### src/hdl/spsc_pkg.sv
// shared types and constants of the sprite pixel shadow compositor
`timescale 1ns / 1ps

package spsc_pkg;

   // request type codes on the input channel
   localparam logic [1:0] REQ_COMPOSE = 2'd0;
   localparam logic [1:0] REQ_CLEAR   = 2'd1;
   localparam logic [1:0] REQ_READ    = 2'd2;

   // configuration register indexes
   localparam int CSR_IDX_W  = 2;
   localparam int CSR_DATA_W = 10;
   localparam logic [CSR_IDX_W-1:0] CSR_SCREEN_WIDTH   = 2'd0;
   localparam logic [CSR_IDX_W-1:0] CSR_SCREEN_HEIGHT  = 2'd1;
   localparam logic [CSR_IDX_W-1:0] CSR_BRIGHTEN       = 2'd2;
   localparam logic [CSR_IDX_W-1:0] CSR_MARKS_SPRITES  = 2'd3;

   // register reset values
   localparam logic [9:0] SCREEN_WIDTH_RESET  = 10'd320;
   localparam logic [8:0] SCREEN_HEIGHT_RESET = 9'd224;

   // pixel math constants
   localparam logic [7:0]  DARKEN_K        = 8'h9d;
   localparam logic [7:0]  HIGHLIGHT_ADD   = 8'h22;
   localparam logic [7:0]  PRI_SHADOW_MARK = 8'h20;
   localparam logic [7:0]  PRI_SHADOW_LOCK = 8'h80;
   localparam logic [7:0]  PRI_LEVEL_MAX   = 8'h1f;
   localparam logic [31:0] MASK_UNMASKED   = 32'hffffffff;
   localparam logic [31:0] MASK_FORCE      = 32'h80000000;

   // depth of the command queue between front and back
   localparam int QUEUE_DEPTH = 2;

   // operation decided by the front end
   typedef enum logic [1:0] {
      OP_COMPOSE,
      OP_CLEAR,
      OP_READ,
      OP_CLIP
   } op_type;

   // classified command, address travels beside it
   typedef struct packed {
      op_type      op;
      logic        shadow;
      logic        unmasked;
      logic [23:0] rgb;
      logic [31:0] mask;
   } cmd_type;

   // blend controls for the back end
   typedef struct packed {
      logic brighten_en;
      logic marks_sprites;
   } blend_cfg_type;

endpackage

### src/hdl/spsc_if.sv
// channel interfaces: request, response and register write
`timescale 1ns / 1ps

interface spsc_req_if;
   logic                valid;
   logic                ready;
   logic [1:0]          req_type;
   logic signed [10:0]  pos_x;
   logic signed [10:0]  pos_y;
   logic [7:0]          pen;
   logic [3:0]          pen_bits;
   logic [23:0]         palette_rgb;
   logic [31:0]         priority_mask;

   modport source (output valid, req_type, pos_x, pos_y, pen, pen_bits, palette_rgb,
                   priority_mask, input ready);
   modport sink (input valid, req_type, pos_x, pos_y, pen, pen_bits, palette_rgb,
                 priority_mask, output ready);
endinterface


### src/hdl/spsc_front.sv
// front end: accepts request beats, clips and classifies them
`timescale 1ns / 1ps

module spsc_front #(
   parameter int MAX_WIDTH  = 512,
   parameter int MAX_HEIGHT = 256
) (
   spsc_req_if.sink                                      req,
   input  logic [9:0]                                    screen_width,
   input  logic [8:0]                                    screen_height,
   output logic                                          push_valid,
   input  logic                                          push_ready,
   output logic [$clog2(MAX_WIDTH*MAX_HEIGHT)-1:0]       push_addr,
   output spsc_pkg::cmd_type                             push_cmd
);

   localparam int ADDR_W = $clog2(MAX_WIDTH * MAX_HEIGHT);
   localparam logic [ADDR_W-1:0] ROW_STRIDE = ADDR_W'(MAX_WIDTH);
   localparam logic [11:0] WIDTH_LIMIT  = 12'(MAX_WIDTH);
   localparam logic [11:0] HEIGHT_LIMIT = 12'(MAX_HEIGHT);

   logic [11:0] width_eff;
   logic [11:0] height_eff;
   logic        on_screen;
   logic [3:0]  bits_eff;
   logic [7:0]  shadow_pen;

   assign push_valid = req.valid;
   assign req.ready  = push_ready;

   // visible area after saturation to the store size
   always_comb begin
      width_eff  = (12'(screen_width) > WIDTH_LIMIT) ? WIDTH_LIMIT : 12'(screen_width);
      height_eff = (12'(screen_height) > HEIGHT_LIMIT) ? HEIGHT_LIMIT : 12'(screen_height);
      on_screen  = !req.pos_x[10] && (12'(req.pos_x[9:0]) < width_eff) &&
                   !req.pos_y[10] && (12'(req.pos_y[9:0]) < height_eff);
   end

   // shadow pen from the clamped pen width
   always_comb begin
      if (req.pen_bits == 4'd0) begin
         bits_eff = 4'd1;
      end else if (req.pen_bits > 4'd8) begin
         bits_eff = 4'd8;
      end else begin
         bits_eff = req.pen_bits;
      end
      shadow_pen = 8'((9'd1 << bits_eff) - 9'd1);
   end

   // classify the beat and form the store address
   always_comb begin
      push_cmd.rgb      = req.palette_rgb;
      push_cmd.mask     = req.priority_mask | spsc_pkg::MASK_FORCE;
      push_cmd.unmasked = (req.priority_mask == spsc_pkg::MASK_UNMASKED);
      push_cmd.shadow   = (req.pen == shadow_pen);
      push_addr         = '0;
      if (!on_screen) begin
         push_cmd.op = spsc_pkg::OP_CLIP;
      end else begin
         push_addr = ADDR_W'(ADDR_W'(req.pos_y[9:0]) * ROW_STRIDE) +
                     ADDR_W'(req.pos_x[9:0]);
         case (req.req_type)
            spsc_pkg::REQ_COMPOSE: begin
               push_cmd.op = (req.pen == 8'd0) ? spsc_pkg::OP_READ : spsc_pkg::OP_COMPOSE;
            end
            spsc_pkg::REQ_CLEAR: begin
               push_cmd.op = spsc_pkg::OP_CLEAR;
            end
            default: begin
               push_cmd.op = spsc_pkg::OP_READ;
            end
         endcase
      end
   end

endmodule

### src/flat_wrapper.sv
// flat-port wrapper written by rule: the top's interface ports become plain ports
module spsc_front_flat 
#(
   parameter int MAX_WIDTH  = 512,
   parameter int MAX_HEIGHT = 256
)
  (screen_width, screen_height, push_valid, push_ready, push_addr, push_cmd, req_valid, req_req_type, req_pos_x, req_pos_y, req_pen, req_pen_bits, req_palette_rgb, req_priority_mask, req_ready);
  spsc_req_if req_i ();
  input  logic [9:0] screen_width;
  input  logic [8:0] screen_height;
  output logic push_valid;
  input  logic push_ready;
  output logic [$clog2(MAX_WIDTH*MAX_HEIGHT)-1:0] push_addr;
  output spsc_pkg::cmd_type push_cmd;
  input wire logic [$bits(req_i.valid)-1:0] req_valid;
  input wire logic [$bits(req_i.req_type)-1:0] req_req_type;
  input wire logic [$bits(req_i.pos_x)-1:0] req_pos_x;
  input wire logic [$bits(req_i.pos_y)-1:0] req_pos_y;
  input wire logic [$bits(req_i.pen)-1:0] req_pen;
  input wire logic [$bits(req_i.pen_bits)-1:0] req_pen_bits;
  input wire logic [$bits(req_i.palette_rgb)-1:0] req_palette_rgb;
  input wire logic [$bits(req_i.priority_mask)-1:0] req_priority_mask;
  output wire logic [$bits(req_i.ready)-1:0] req_ready;
  assign req_i.valid = req_valid;
  assign req_i.req_type = req_req_type;
  assign req_i.pos_x = req_pos_x;
  assign req_i.pos_y = req_pos_y;
  assign req_i.pen = req_pen;
  assign req_i.pen_bits = req_pen_bits;
  assign req_i.palette_rgb = req_palette_rgb;
  assign req_i.priority_mask = req_priority_mask;
  assign req_ready = req_i.ready;
  spsc_front #(.MAX_WIDTH(MAX_WIDTH), .MAX_HEIGHT(MAX_HEIGHT)) u_core (.req(req_i), .screen_width(screen_width), .screen_height(screen_height), .push_valid(push_valid), .push_ready(push_ready), .push_addr(push_addr), .push_cmd(push_cmd));
endmodule
### config.mk
export PLATFORM = sky130hd
export DESIGN_NAME = spsc_front_flat
export DESIGN_NICKNAME = d
export VERILOG_FILES = /design/src/hdl/spsc_pkg.sv /design/src/hdl/spsc_if.sv /design/src/hdl/spsc_front.sv /design/src/flat_wrapper.sv
export SDC_FILE = /design/constraint.sdc
export NUM_CORES = 1
export LEC_CHECK = 0
export CAP_MARGIN = 15
export CORE_AREA = 5 5 71 73
export DETAILED_ROUTE_END_ITERATION = 16
export DIE_AREA = 0 0 76 78
export DONT_BUFFER_PORTS = 1
export PLACE_DENSITY = 0.56
export SLEW_MARGIN = 20
export SYNTH_ARGS = -nofsm -noshare
export SYNTH_HDL_FRONTEND = slang
export SYNTH_SLANG_ARGS = --single-unit
### constraint.sdc
create_clock -name vclk -period 4
set_clock_uncertainty 0.15 [all_clocks]
set_input_delay 0.8 -clock vclk [all_inputs]
set_output_delay 0.8 -clock vclk [all_outputs]
set_load 0.1 [all_outputs]
==> results.md <==
- Status: finished with violations
- Failing checks: negative setup slack
- Period Utilization, post-route: 101%
- Final WL: 6220 um
- Multiplexer share of the synthesized area: 0%
- Via density: 6.36
- Global route overflow: 0
- Commonest non-fill, non-tap cell in the layout: buf_12
- P_leak: 0.659 nW
- Row Count: 24
- Worst VDD drop: 0.0313 mV
- Startpoint Class: input pin
- Die height: 78 um
- Hold buffers post-CTS: 0
- Post-Layout Inst Area: 0.00191 sq mm
- RSZ-0062 raised after global routing: yes
- Register Area: 0 sq um
- Synth Area in Adders: 17.0%
- Synth Area in Compound Gates: 11.0%
- Hold crit path type: input pin to output pin
- Final setup fails: 5
- Nets: 305
- Initial Util: 34.3%
- Uppermost layer routed: met4
- Ys Warns: 0
- Die width: 76 um
- Area delta synth->final: 29.8%
- Number of global-route vias before repair: 1601
- 1st-iter DRT viols: 62
- Final ANT Viol Nets: 0
- Vias after detailed routing: 1411
- Total GRT Usage: 19.4%
- Setup CP Type: input pin to output pin
- First-pass GRT wire length: 9290 um
- Synth Cell Area: 0.00147 sq mm
- Main combinational cell family by area after synthesis: simple AND/OR/NAND/NOR gates
- Worst Slack Setup Final: -0.0270 ns
- Final HPWL DP: 5750 um
- Crit Path Max Fanout: 2
- Post-Synth XOR/XNOR Area: 7.14%
- Drt first pass iters: 4
- Slew Limit Fails: 0
- PortBufs: 0
- Register area share after synthesis: 0%
- Commonest non-fill, non-tap cells in the layout: 21 x buf_12, 19 x nand2_1, 19 x ha_1, 11 x nand4_1, 11 x nor4b_4
- DP Area: 0.00186 sq mm
- Ant. Diodes: 0
- Simple-gate share of the synthesized area: 32.9%
- Unique masters post-synth: 36
- Post-detailed-route wirelength per cell: 28.0 um
- Total I/O pin count: 192
- Largest net degree at the start of global routing: 18
- DRC viols: 0
- Cell Pwr Density: 85.5 mW/mm^2
- Routed wl met3: 885 um
- GPL Wtd Cong: 0.924
- WP data arrival: 3.08 ns
- Layout cells sized above 1: 35.9%
- Clock buffer cells: 0
- Wl on met1: 1690 um
- Post-Syn Area per Cell: 7.29 sq um
- Initial antenna violation count: 0
- CP required: 3.05 ns
- Max frequency: 248 MHz
- Final Hold Fails: 0
- Seq_cells: 0
- Worst Setup End Kind: output pin
- Cells after Synth: 202
- Post-place setup slack: -0.138 ns
- Routed wl met2: 3400 um
- Max-Cap Viols: 0
- Die ar.: 0.00593 sq mm
- Core area: 0.00429 sq mm
- Post-layout minimum cycle time: 4.03 ns
==> metrics by stage <==
stage,total power (W),hold WS (ns),utilization (%),instances,setup TNS [ns]
floorplan,0.000392,1.66,-,203,-8.63
detailed placement,0.000159,1.45,43.2,220,-1.64
CTS,0.000162,1.45,43.7,220,-1.07
global placement,0.000152,1.45,43.2,220,-0.0160
global route,0.000177,1.45,44.5,222,-1.95
finish,0.000163,1.45,44.5,222,-0.0885
==> where the power goes <==
group          leakage [nW]  internal (W)  switching (W)
clock                     0             0              0
combinational         0.659     0.0000675      0.0000959
sequential                0             0              0
==> cells by family (layout without fill, tap and decap cells) <==
logic type      after synthesis  after routing
compound gates               21             21
xor+xnor                     12             12
fa+ha+maj                    20             20
buf+inv                      64             31
other cells                   1              2
simple gates                 84             84
==> per-layer routing <==
metal | global-route usage, % | up-vias
met5 | 0 | -
met4 | 6.41 | 0
met3 | 10.1 | 32
met2 | 38.5 | 99
met1 | 16.3 | 663
li1 | - | 617
==> critical path: stages <==
cell and delay (ns):
nor4_4 0.25, nand2_2 0.11, o41ai_4 0.27, nand2_1 0.10, ha_1 0.28, nand4_1 0.09, o211ai_1 0.10, a211o_1 0.30
buf_4 0.16, or4_4 0.43, buf_12 0.18
==> final timing paths <==
path                            start           end  cells past startpoint
setup / recovery      screen_width[5]  push_cmd[59]                     11
hold / removal    req_palette_rgb[16]  push_cmd[48]                      0
==> timing repair <==
item | 4_1_cts | 5_1_grt
endpoints found under the setup margin | 19 | 19
buffers inserted | 0 | 2
gates resized for setup | 3 | 4
pin swaps | 1 | 5
hold endpoints to repair | 0 | 0
==> area by class of cell <==
class | instances | area (sq um)
well taps | 52 | 65.1
fillers | 413 | 2380
inverters | 2 | 7.51
repair buffers | 29 | 480
multi-input cells | 139 | 1360
==> cells in the mapped netlist (all sizes together) <==
master	number	share of area (%)
buf	61	31
nand2	21	5.4
ha	20	17
nor4b	13	7.7
nand4	11	4.7
nor2	10	2.5
nor4	9	3.8
xor2	8	4.8
a21oi	6	2.0
nand3	6	2.0
or4	4	2.0
xnor2	4	2.4
o211ai	3	1.9
or3	3	1.3
and3	2	0.85
nor2b	2	0.85
o21a	2	1.0
o21ai	2	0.68
a2111oi	1	0.59
a211o	1	0.59
a211oi	1	1.4
a21boi	1	0.51
a21o	1	0.51
a31o	1	0.59
and2	1	0.43
clkbuf	1	0.25
clkinv	1	0.25
conb	1	0.25
inv	1	0.25
nor3	1	0.34
o31a	1	0.59
o41ai	1	0.59
or4b	1	0.93
Note: power is estimated with default switching activity, not from simulation.
