`config.mk`:
```
export PLATFORM = sky130hd
export DESIGN_NAME = spsc_queue
export DESIGN_NICKNAME = d
export VERILOG_FILES = /design/src/hdl/spsc_pkg.sv /design/src/hdl/spsc_queue.sv
export SDC_FILE = /design/constraint.sdc
export NUM_CORES = 1
export LEC_CHECK = 0
export ABC_AREA = 0
export BUFFER_PORTS_ARGS = -buffer_cell sky130_fd_sc_hd__buf_2
export CAP_MARGIN = 40
export CORE_UTILIZATION = 30
export CTS_BUF_LIST = sky130_fd_sc_hd__clkbuf_8
export DETAILED_ROUTE_END_ITERATION = 10
export GPL_ROUTABILITY_DRIVEN = 0
export SLEW_MARGIN = 20
export SYNTH_ARGS = -nofsm -noshare
export SYNTH_HDL_FRONTEND = slang
export SYNTH_SLANG_ARGS = --single-unit
```
`constraint.sdc`:
```
create_clock -name clock -period 3.8 [get_ports clock]
set_input_delay 0.57 -clock clock [delete_from_list [all_inputs] [get_ports clock]]
set_output_delay 0.57 -clock clock [all_outputs]
set_load 0.02 [all_outputs]
```
`src/hdl/spsc_pkg.sv`:
```
// shared types and constants of the sprite pixel shadow compositor
`timescale 1ns / 1ps

package spsc_pkg;

   // request type codes on the input channel
   localparam logic [1:0] REQ_COMPOSE = 2'd0;
   localparam logic [1:0] REQ_CLEAR   = 2'd1;
   localparam logic [1:0] REQ_READ    = 2'd2;

   // configuration register indexes
   localparam int CSR_IDX_W  = 2;
   localparam int CSR_DATA_W = 10;
   localparam logic [CSR_IDX_W-1:0] CSR_SCREEN_WIDTH   = 2'd0;
   localparam logic [CSR_IDX_W-1:0] CSR_SCREEN_HEIGHT  = 2'd1;
   localparam logic [CSR_IDX_W-1:0] CSR_BRIGHTEN       = 2'd2;
   localparam logic [CSR_IDX_W-1:0] CSR_MARKS_SPRITES  = 2'd3;

   // register reset values
   localparam logic [9:0] SCREEN_WIDTH_RESET  = 10'd320;
   localparam logic [8:0] SCREEN_HEIGHT_RESET = 9'd224;

   // pixel math constants
   localparam logic [7:0]  DARKEN_K        = 8'h9d;
   localparam logic [7:0]  HIGHLIGHT_ADD   = 8'h22;
   localparam logic [7:0]  PRI_SHADOW_MARK = 8'h20;
   localparam logic [7:0]  PRI_SHADOW_LOCK = 8'h80;
   localparam logic [7:0]  PRI_LEVEL_MAX   = 8'h1f;
   localparam logic [31:0] MASK_UNMASKED   = 32'hffffffff;
   localparam logic [31:0] MASK_FORCE      = 32'h80000000;

   // depth of the command queue between front and back
   localparam int QUEUE_DEPTH = 2;

   // operation decided by the front end
   typedef enum logic [1:0] {
      OP_COMPOSE,
      OP_CLEAR,
      OP_READ,
      OP_CLIP
   } op_type;

   // classified command, address travels beside it
   typedef struct packed {
      op_type      op;
      logic        shadow;
      logic        unmasked;
      logic [23:0] rgb;
      logic [31:0] mask;
   } cmd_type;

   // blend controls for the back end
   typedef struct packed {
      logic brighten_en;
      logic marks_sprites;
   } blend_cfg_type;

endpackage

```
`src/hdl/spsc_queue.sv`:
```
// short command queue between the front and back ends
`timescale 1ns / 1ps

module spsc_queue #(
   parameter int WIDTH = 8
) (
   input  logic             clock,
   input  logic             reset,
   input  logic             push_valid,
   output logic             push_ready,
   input  logic [WIDTH-1:0] push_data,
   output logic             pop_valid,
   input  logic             pop_ready,
   output logic [WIDTH-1:0] pop_data
);

   localparam int DEPTH = spsc_pkg::QUEUE_DEPTH;
   localparam int PTR_W = (DEPTH > 1) ? $clog2(DEPTH) : 1;
   localparam int CNT_W = $clog2(DEPTH + 1);
   localparam logic [PTR_W-1:0] LAST_PTR = PTR_W'(DEPTH - 1);
   localparam logic [CNT_W-1:0] FULL_CNT = CNT_W'(DEPTH);

   logic [WIDTH-1:0] slot_ff [DEPTH];
   logic [PTR_W-1:0] wr_ptr_ff, wr_ptr_in;
   logic [PTR_W-1:0] rd_ptr_ff, rd_ptr_in;
   logic [CNT_W-1:0] count_ff, count_in;
   logic             push;
   logic             pop;

   assign push_ready = (count_ff != FULL_CNT);
   assign pop_valid  = (count_ff != '0);
   assign pop_data   = slot_ff[rd_ptr_ff];
   assign push       = push_valid && push_ready;
   assign pop        = pop_valid && pop_ready;

   // pointer and fill count update
   always_comb begin
      wr_ptr_in = wr_ptr_ff;
      rd_ptr_in = rd_ptr_ff;
      count_in  = count_ff;
      if (push) begin
         wr_ptr_in = (wr_ptr_ff == LAST_PTR) ? '0 : wr_ptr_ff + 1'b1;
      end
      if (pop) begin
         rd_ptr_in = (rd_ptr_ff == LAST_PTR) ? '0 : rd_ptr_ff + 1'b1;
      end
      if (push && !pop) begin
         count_in = count_ff + 1'b1;
      end else if (pop && !push) begin
         count_in = count_ff - 1'b1;
      end
   end

   always_ff @(posedge clock) begin
      if (reset) begin
         wr_ptr_ff <= '0;
         rd_ptr_ff <= '0;
         count_ff  <= '0;
      end else begin
         wr_ptr_ff <= wr_ptr_in;
         rd_ptr_ff <= rd_ptr_in;
         count_ff  <= count_in;
      end
   end

   // slot storage
   always_ff @(posedge clock) begin
      if (push) begin
         slot_ff[wr_ptr_ff] <= push_data;
      end
   end

   // fill count stays within the depth
   a_count_bound: assert property (@(posedge clock) disable iff (reset)
      count_ff <= FULL_CNT)
      else $error("queue fill count above depth");

   // a lone push raises the count by one
   a_push_count: assert property (@(posedge clock) disable iff (reset)
      (push && !pop) |=> (count_ff == $past(count_ff) + 1'b1))
      else $error("queue count missed a push");

endmodule

```
==> Flow_metrics.wiki <==
{| class="wikitable"
! Metric !! Value
|-
| Post-route minimum period || 1.91 ns
|-
| HPWL after detailed placement || 916 um
|-
| Final core utilization || 39.6%
|-
| P_int || 460 uW
|-
| Area Growth Syn to Fin || 22.8%
|-
| Critical path endpoint category || primary output
|-
| Data required time at the worst endpoint || 3.23 ns
|-
| Clock tree from TritonCTS || yes
|-
| Die height || 53.8 um
|-
| Max_cap viols || 0
|-
| CP top delay family || flip-flops
|-
| ANT nets after route || 0
|-
| TritonCTS Sinks || 21
|-
| Synthesized area per cell || 16.4 um2
|-
| Number of gates on the worst path with buffers counted || 2
|-
| Wire length of the first global-routing pass || 1840 um
|-
| Share of power burned in the clock network || 20.5%
|-
| Slowest cell on crit path || sky130_fd_sc_hd__dfxtp_1
|-
| Fraction of final layout cells sized beyond drive strength 1 || 49.3%
|-
| Postcts setup bufs || 0
|-
| Final hold viol count || 0
|-
| I/O Pins || 22
|-
| Finish-stage setup viols || 0
|-
| Data arrival time of the critical path || 1.34 ns
|-
| Placement Rows || 18
|-
| DR pass1 iterations || 2
|-
| Critical Path, Cell by Cell || mux2_2 > buf_2
|-
| Total core area || 2500 um2
|-
| Initial drt markers || 11
|-
| Start-to-end type of the worst setup path || register to primary output
|-
| Final setup skew || 0.00384 ns
|-
| Max Buffers Root-to-Sink || 2
|-
| Sum of routed wire length over all layers || 1210 um
|-
| Net count after synthesis || 62
|-
| DRC violation count after routing || 0
|-
| Post-placement setup slack || 2.06 ns
|-
| Initial cell density of the core || 32.2%
|-
| Distinct cell type count of the synthesized netlist || 17
|-
| Hold_ws || 0.505 ns
|-
| Critical path fanouts, max || 8
|-
| Number of instances in the placed design || 99
|-
| Count of input and output buffers || 21
|-
| Type of the tightest min-delay check || primary input to register
|-
| Clock-pin slew of the registers on the worst-case setup and hold paths || 0.07 ns
|-
| CTS resizes || 0
|-
| Register area share after synthesis || 72.0%
|-
| Die W || 53.8 um
|-
| Final worst-path cycle share || 50.3%
|-
| Depth of the worst register-to-register path || 5
|-
| Pwr/cell area || 677 nW/um2
|-
| Final number of max-transition violations || 0
|-
| Logic pwr share || 31.3%
|-
| Routed vias || 458
|-
| Pin slew with the least headroom to its limit || 0.393 ns
|-
| Fin Setup TNS || 0 ns
|-
| Skew-Pair Late Insertion Delay || 0.25 ns
|-
| Startpoint of the worst-slack reg-to-reg timing path || count_ff[0]$_SDFFE_PP0P_
|-
| CP Buf/Inv Count || 1
|-
| Initial antenna violation count || 0
|-
| Post-Syn Area || 806 um2
|-
| Largest vdd supply drop || 0.000350 V
|-
| Flip-flop and latch count after synthesis || 21
|-
| Total CTS buffers || 3
|-
| Number of global-route vias before repair || 440
|-
| Result of the run || completed
|-
| Count of nets after finishing || 87
|-
| Highest clock rate || 0.523 GHz
|-
| Endpoint of the worst-slack reg-to-reg timing path || count_ff[1]$_SDFFE_PP0P_
|-
| Critical path startpoint category || register
|-
| Area enclosed by the die boundary || 2900 um2
|-
| Setup repair after global routing missed its margin || false
|-
| Post-Syn Instances || 49
|-
| Global Route Usage Sum || 9.66%
|-
| Number of warnings printed during yosys synthesis || 0
|-
| Switching Share || 31.3%
|-
| Worst slew margin relative to its limit || 73.8%
|-
| Flop2flop setup slack || 2.24 ns
|-
| Leakage || 0.392 nW
|-
| Net switching power figure || 209 uW
|-
| Maximum number of pins on one net before global-route repair || 13
|-
| Final WS setup || 1.89 ns
|-
| Post-route insts no fill || 103
|-
| Via/cell ratio || 4.45
|-
| Grt total ovfl || 0
|-
| Power share of the sequential group || 48.2%
|-
| Cell chosen for the clock root || sky130_fd_sc_hd__clkbuf_8
|-
| Slowest cell delay on critical path || 0.55 ns
|-
| Ant. Diodes || 0
|-
| Routed WL per cell || 11.8 um
|-
| Endpoint of the worst setup timing path || pop_data[0]
|-
| CTS H-tree depth || 1
|-
| Hold buffer count at cts || 0
|}
==> through the flow <==
step	power, mW	cell area (um2)
5_1_grt	0.717	990
2_1_floorplan	0.480	806
6_report	0.670	990
3_5_place_dp	0.542	943
3_3_place_gp	0.537	943
4_1_cts	0.684	990
==> cell usage in the layout, fill, tap and decap left out <==
cell type,n
sky130_fd_sc_hd__a21oi_1,2
sky130_fd_sc_hd__o21ai_0,2
sky130_fd_sc_hd__xor2_1,3
sky130_fd_sc_hd__nand2b_4,1
sky130_fd_sc_hd__or2_2,1
sky130_fd_sc_hd__inv_1,1
sky130_fd_sc_hd__clkinv_2,1
sky130_fd_sc_hd__and3_1,1
sky130_fd_sc_hd__or3_1,1
sky130_fd_sc_hd__ha_1,1
sky130_fd_sc_hd__mux2_2,8
sky130_fd_sc_hd__and2_1,1
sky130_fd_sc_hd__a21bo_2,1
sky130_fd_sc_hd__buf_2,21
sky130_fd_sc_hd__clkbuf_8,3
sky130_fd_sc_hd__nand3b_1,1
sky130_fd_sc_hd__dfxtp_1,5
sky130_fd_sc_hd__edfxtp_1,16
sky130_fd_sc_hd__nor2_1,3
==> final cells by class <==
cell class                 instances  area (um2)
fill                             246        1510
sequential                        21         581
multi-input combinational         26         216
timing repair buffer              21         105
clock buffer                       3        41.3
tap                               30        37.5
clock inverter                     1        5.00
inverter                           1        3.75
==> cell usage after synthesis <==
master / number / area, um2
sky130_fd_sc_hd__inv_1: 1 / 3.75
sky130_fd_sc_hd__ha_1: 1 / 12.5
sky130_fd_sc_hd__xor2_1: 3 / 26.3
sky130_fd_sc_hd__dfxtp_1: 5 / 100
sky130_fd_sc_hd__mux2_2: 8 / 90.1
sky130_fd_sc_hd__nand2b_4: 1 / 13.8
sky130_fd_sc_hd__a21bo_2: 1 / 10.0
sky130_fd_sc_hd__edfxtp_1: 16 / 480
sky130_fd_sc_hd__and2_1: 1 / 6.26
sky130_fd_sc_hd__a21oi_1: 2 / 10.0
sky130_fd_sc_hd__nor2_1: 3 / 11.3
sky130_fd_sc_hd__or3_1: 1 / 6.26
sky130_fd_sc_hd__o21ai_0: 2 / 10.0
sky130_fd_sc_hd__and3_1: 1 / 6.26
sky130_fd_sc_hd__or2_2: 1 / 6.26
sky130_fd_sc_hd__nand3b_1: 1 / 7.51
sky130_fd_sc_hd__buf_2: 1 / 5.00
==> per-layer routing <==
layer  global-route usage [%]  routed length [um]  part of all wire [%]
met3                     3.39                  78                   6.4
met1                     10.5                 538                    44
met5                        0                   0                     0
met4                     6.58                   0                     0
met2                     15.6                 596                    49
==> cell families (layout without fill, tap and decap cells) <==
| family | count (synthesis) | after routing | synth area share, % |
|---|---|---|---|
| AND/OR/NAND/NOR | 9 | 9 | 7.14 |
| multiplexers | 8 | 8 | 11.2 |
| flip-flops | 21 | 21 | 72.1 |
| XOR/XNOR | 3 | 3 | 3.26 |
| buffers and inverters | 2 | 26 | 1.09 |
| adder cells (fa/ha/maj) | 1 | 1 | 1.55 |
| AO/OA/AOI/OAI | 5 | 5 | 3.73 |
==> registers in the layout (all words and copies together) (netlist names), named ones only <==
name,flops
slot_ff,16
count_ff,2
rd_ptr_ff,1
wr_ptr_ff,1
==> power by group through the flow <==
stage / Combinational [mW] / Clock, mW / Sequential, mW
after floorplan: 0.169 / 0 / 0.312
after global placement: 0.209 / 0 / 0.328
after detailed placement: 0.212 / 0 / 0.330
after CTS: 0.214 / 0.145 / 0.325
after global routing: 0.232 / 0.156 / 0.329
final: 0.210 / 0.137 / 0.323
==> how the worst min path moves through the flow <==
stage | start | endpoint | slack [ns] | depth (start not counted)
2_1_floorplan | rd_ptr_ff$_SDFFE_PP0P_ | register | 0.47 | 2
3_3_place_gp | rd_ptr_ff$_SDFFE_PP0P_ | rd_ptr_ff$_SDFFE_PP0P_ | 0.50 | 2
3_5_place_dp | rd_ptr_ff$_SDFFE_PP0P_ | register | 0.50 | 2
4_1_cts | push_data[6] | slot_ff[1][6]$_DFFE_PP_ | 0.50 | 1
5_1_grt | push_data[6] | slot_ff[0][6]$_DFFE_PP_ | 0.49 | 1
6_report | push_data[6] | slot_ff[1][6]$_DFFE_PP_ | 0.51 | 1
No activity file was read; power rests on OpenSTA's default activity.
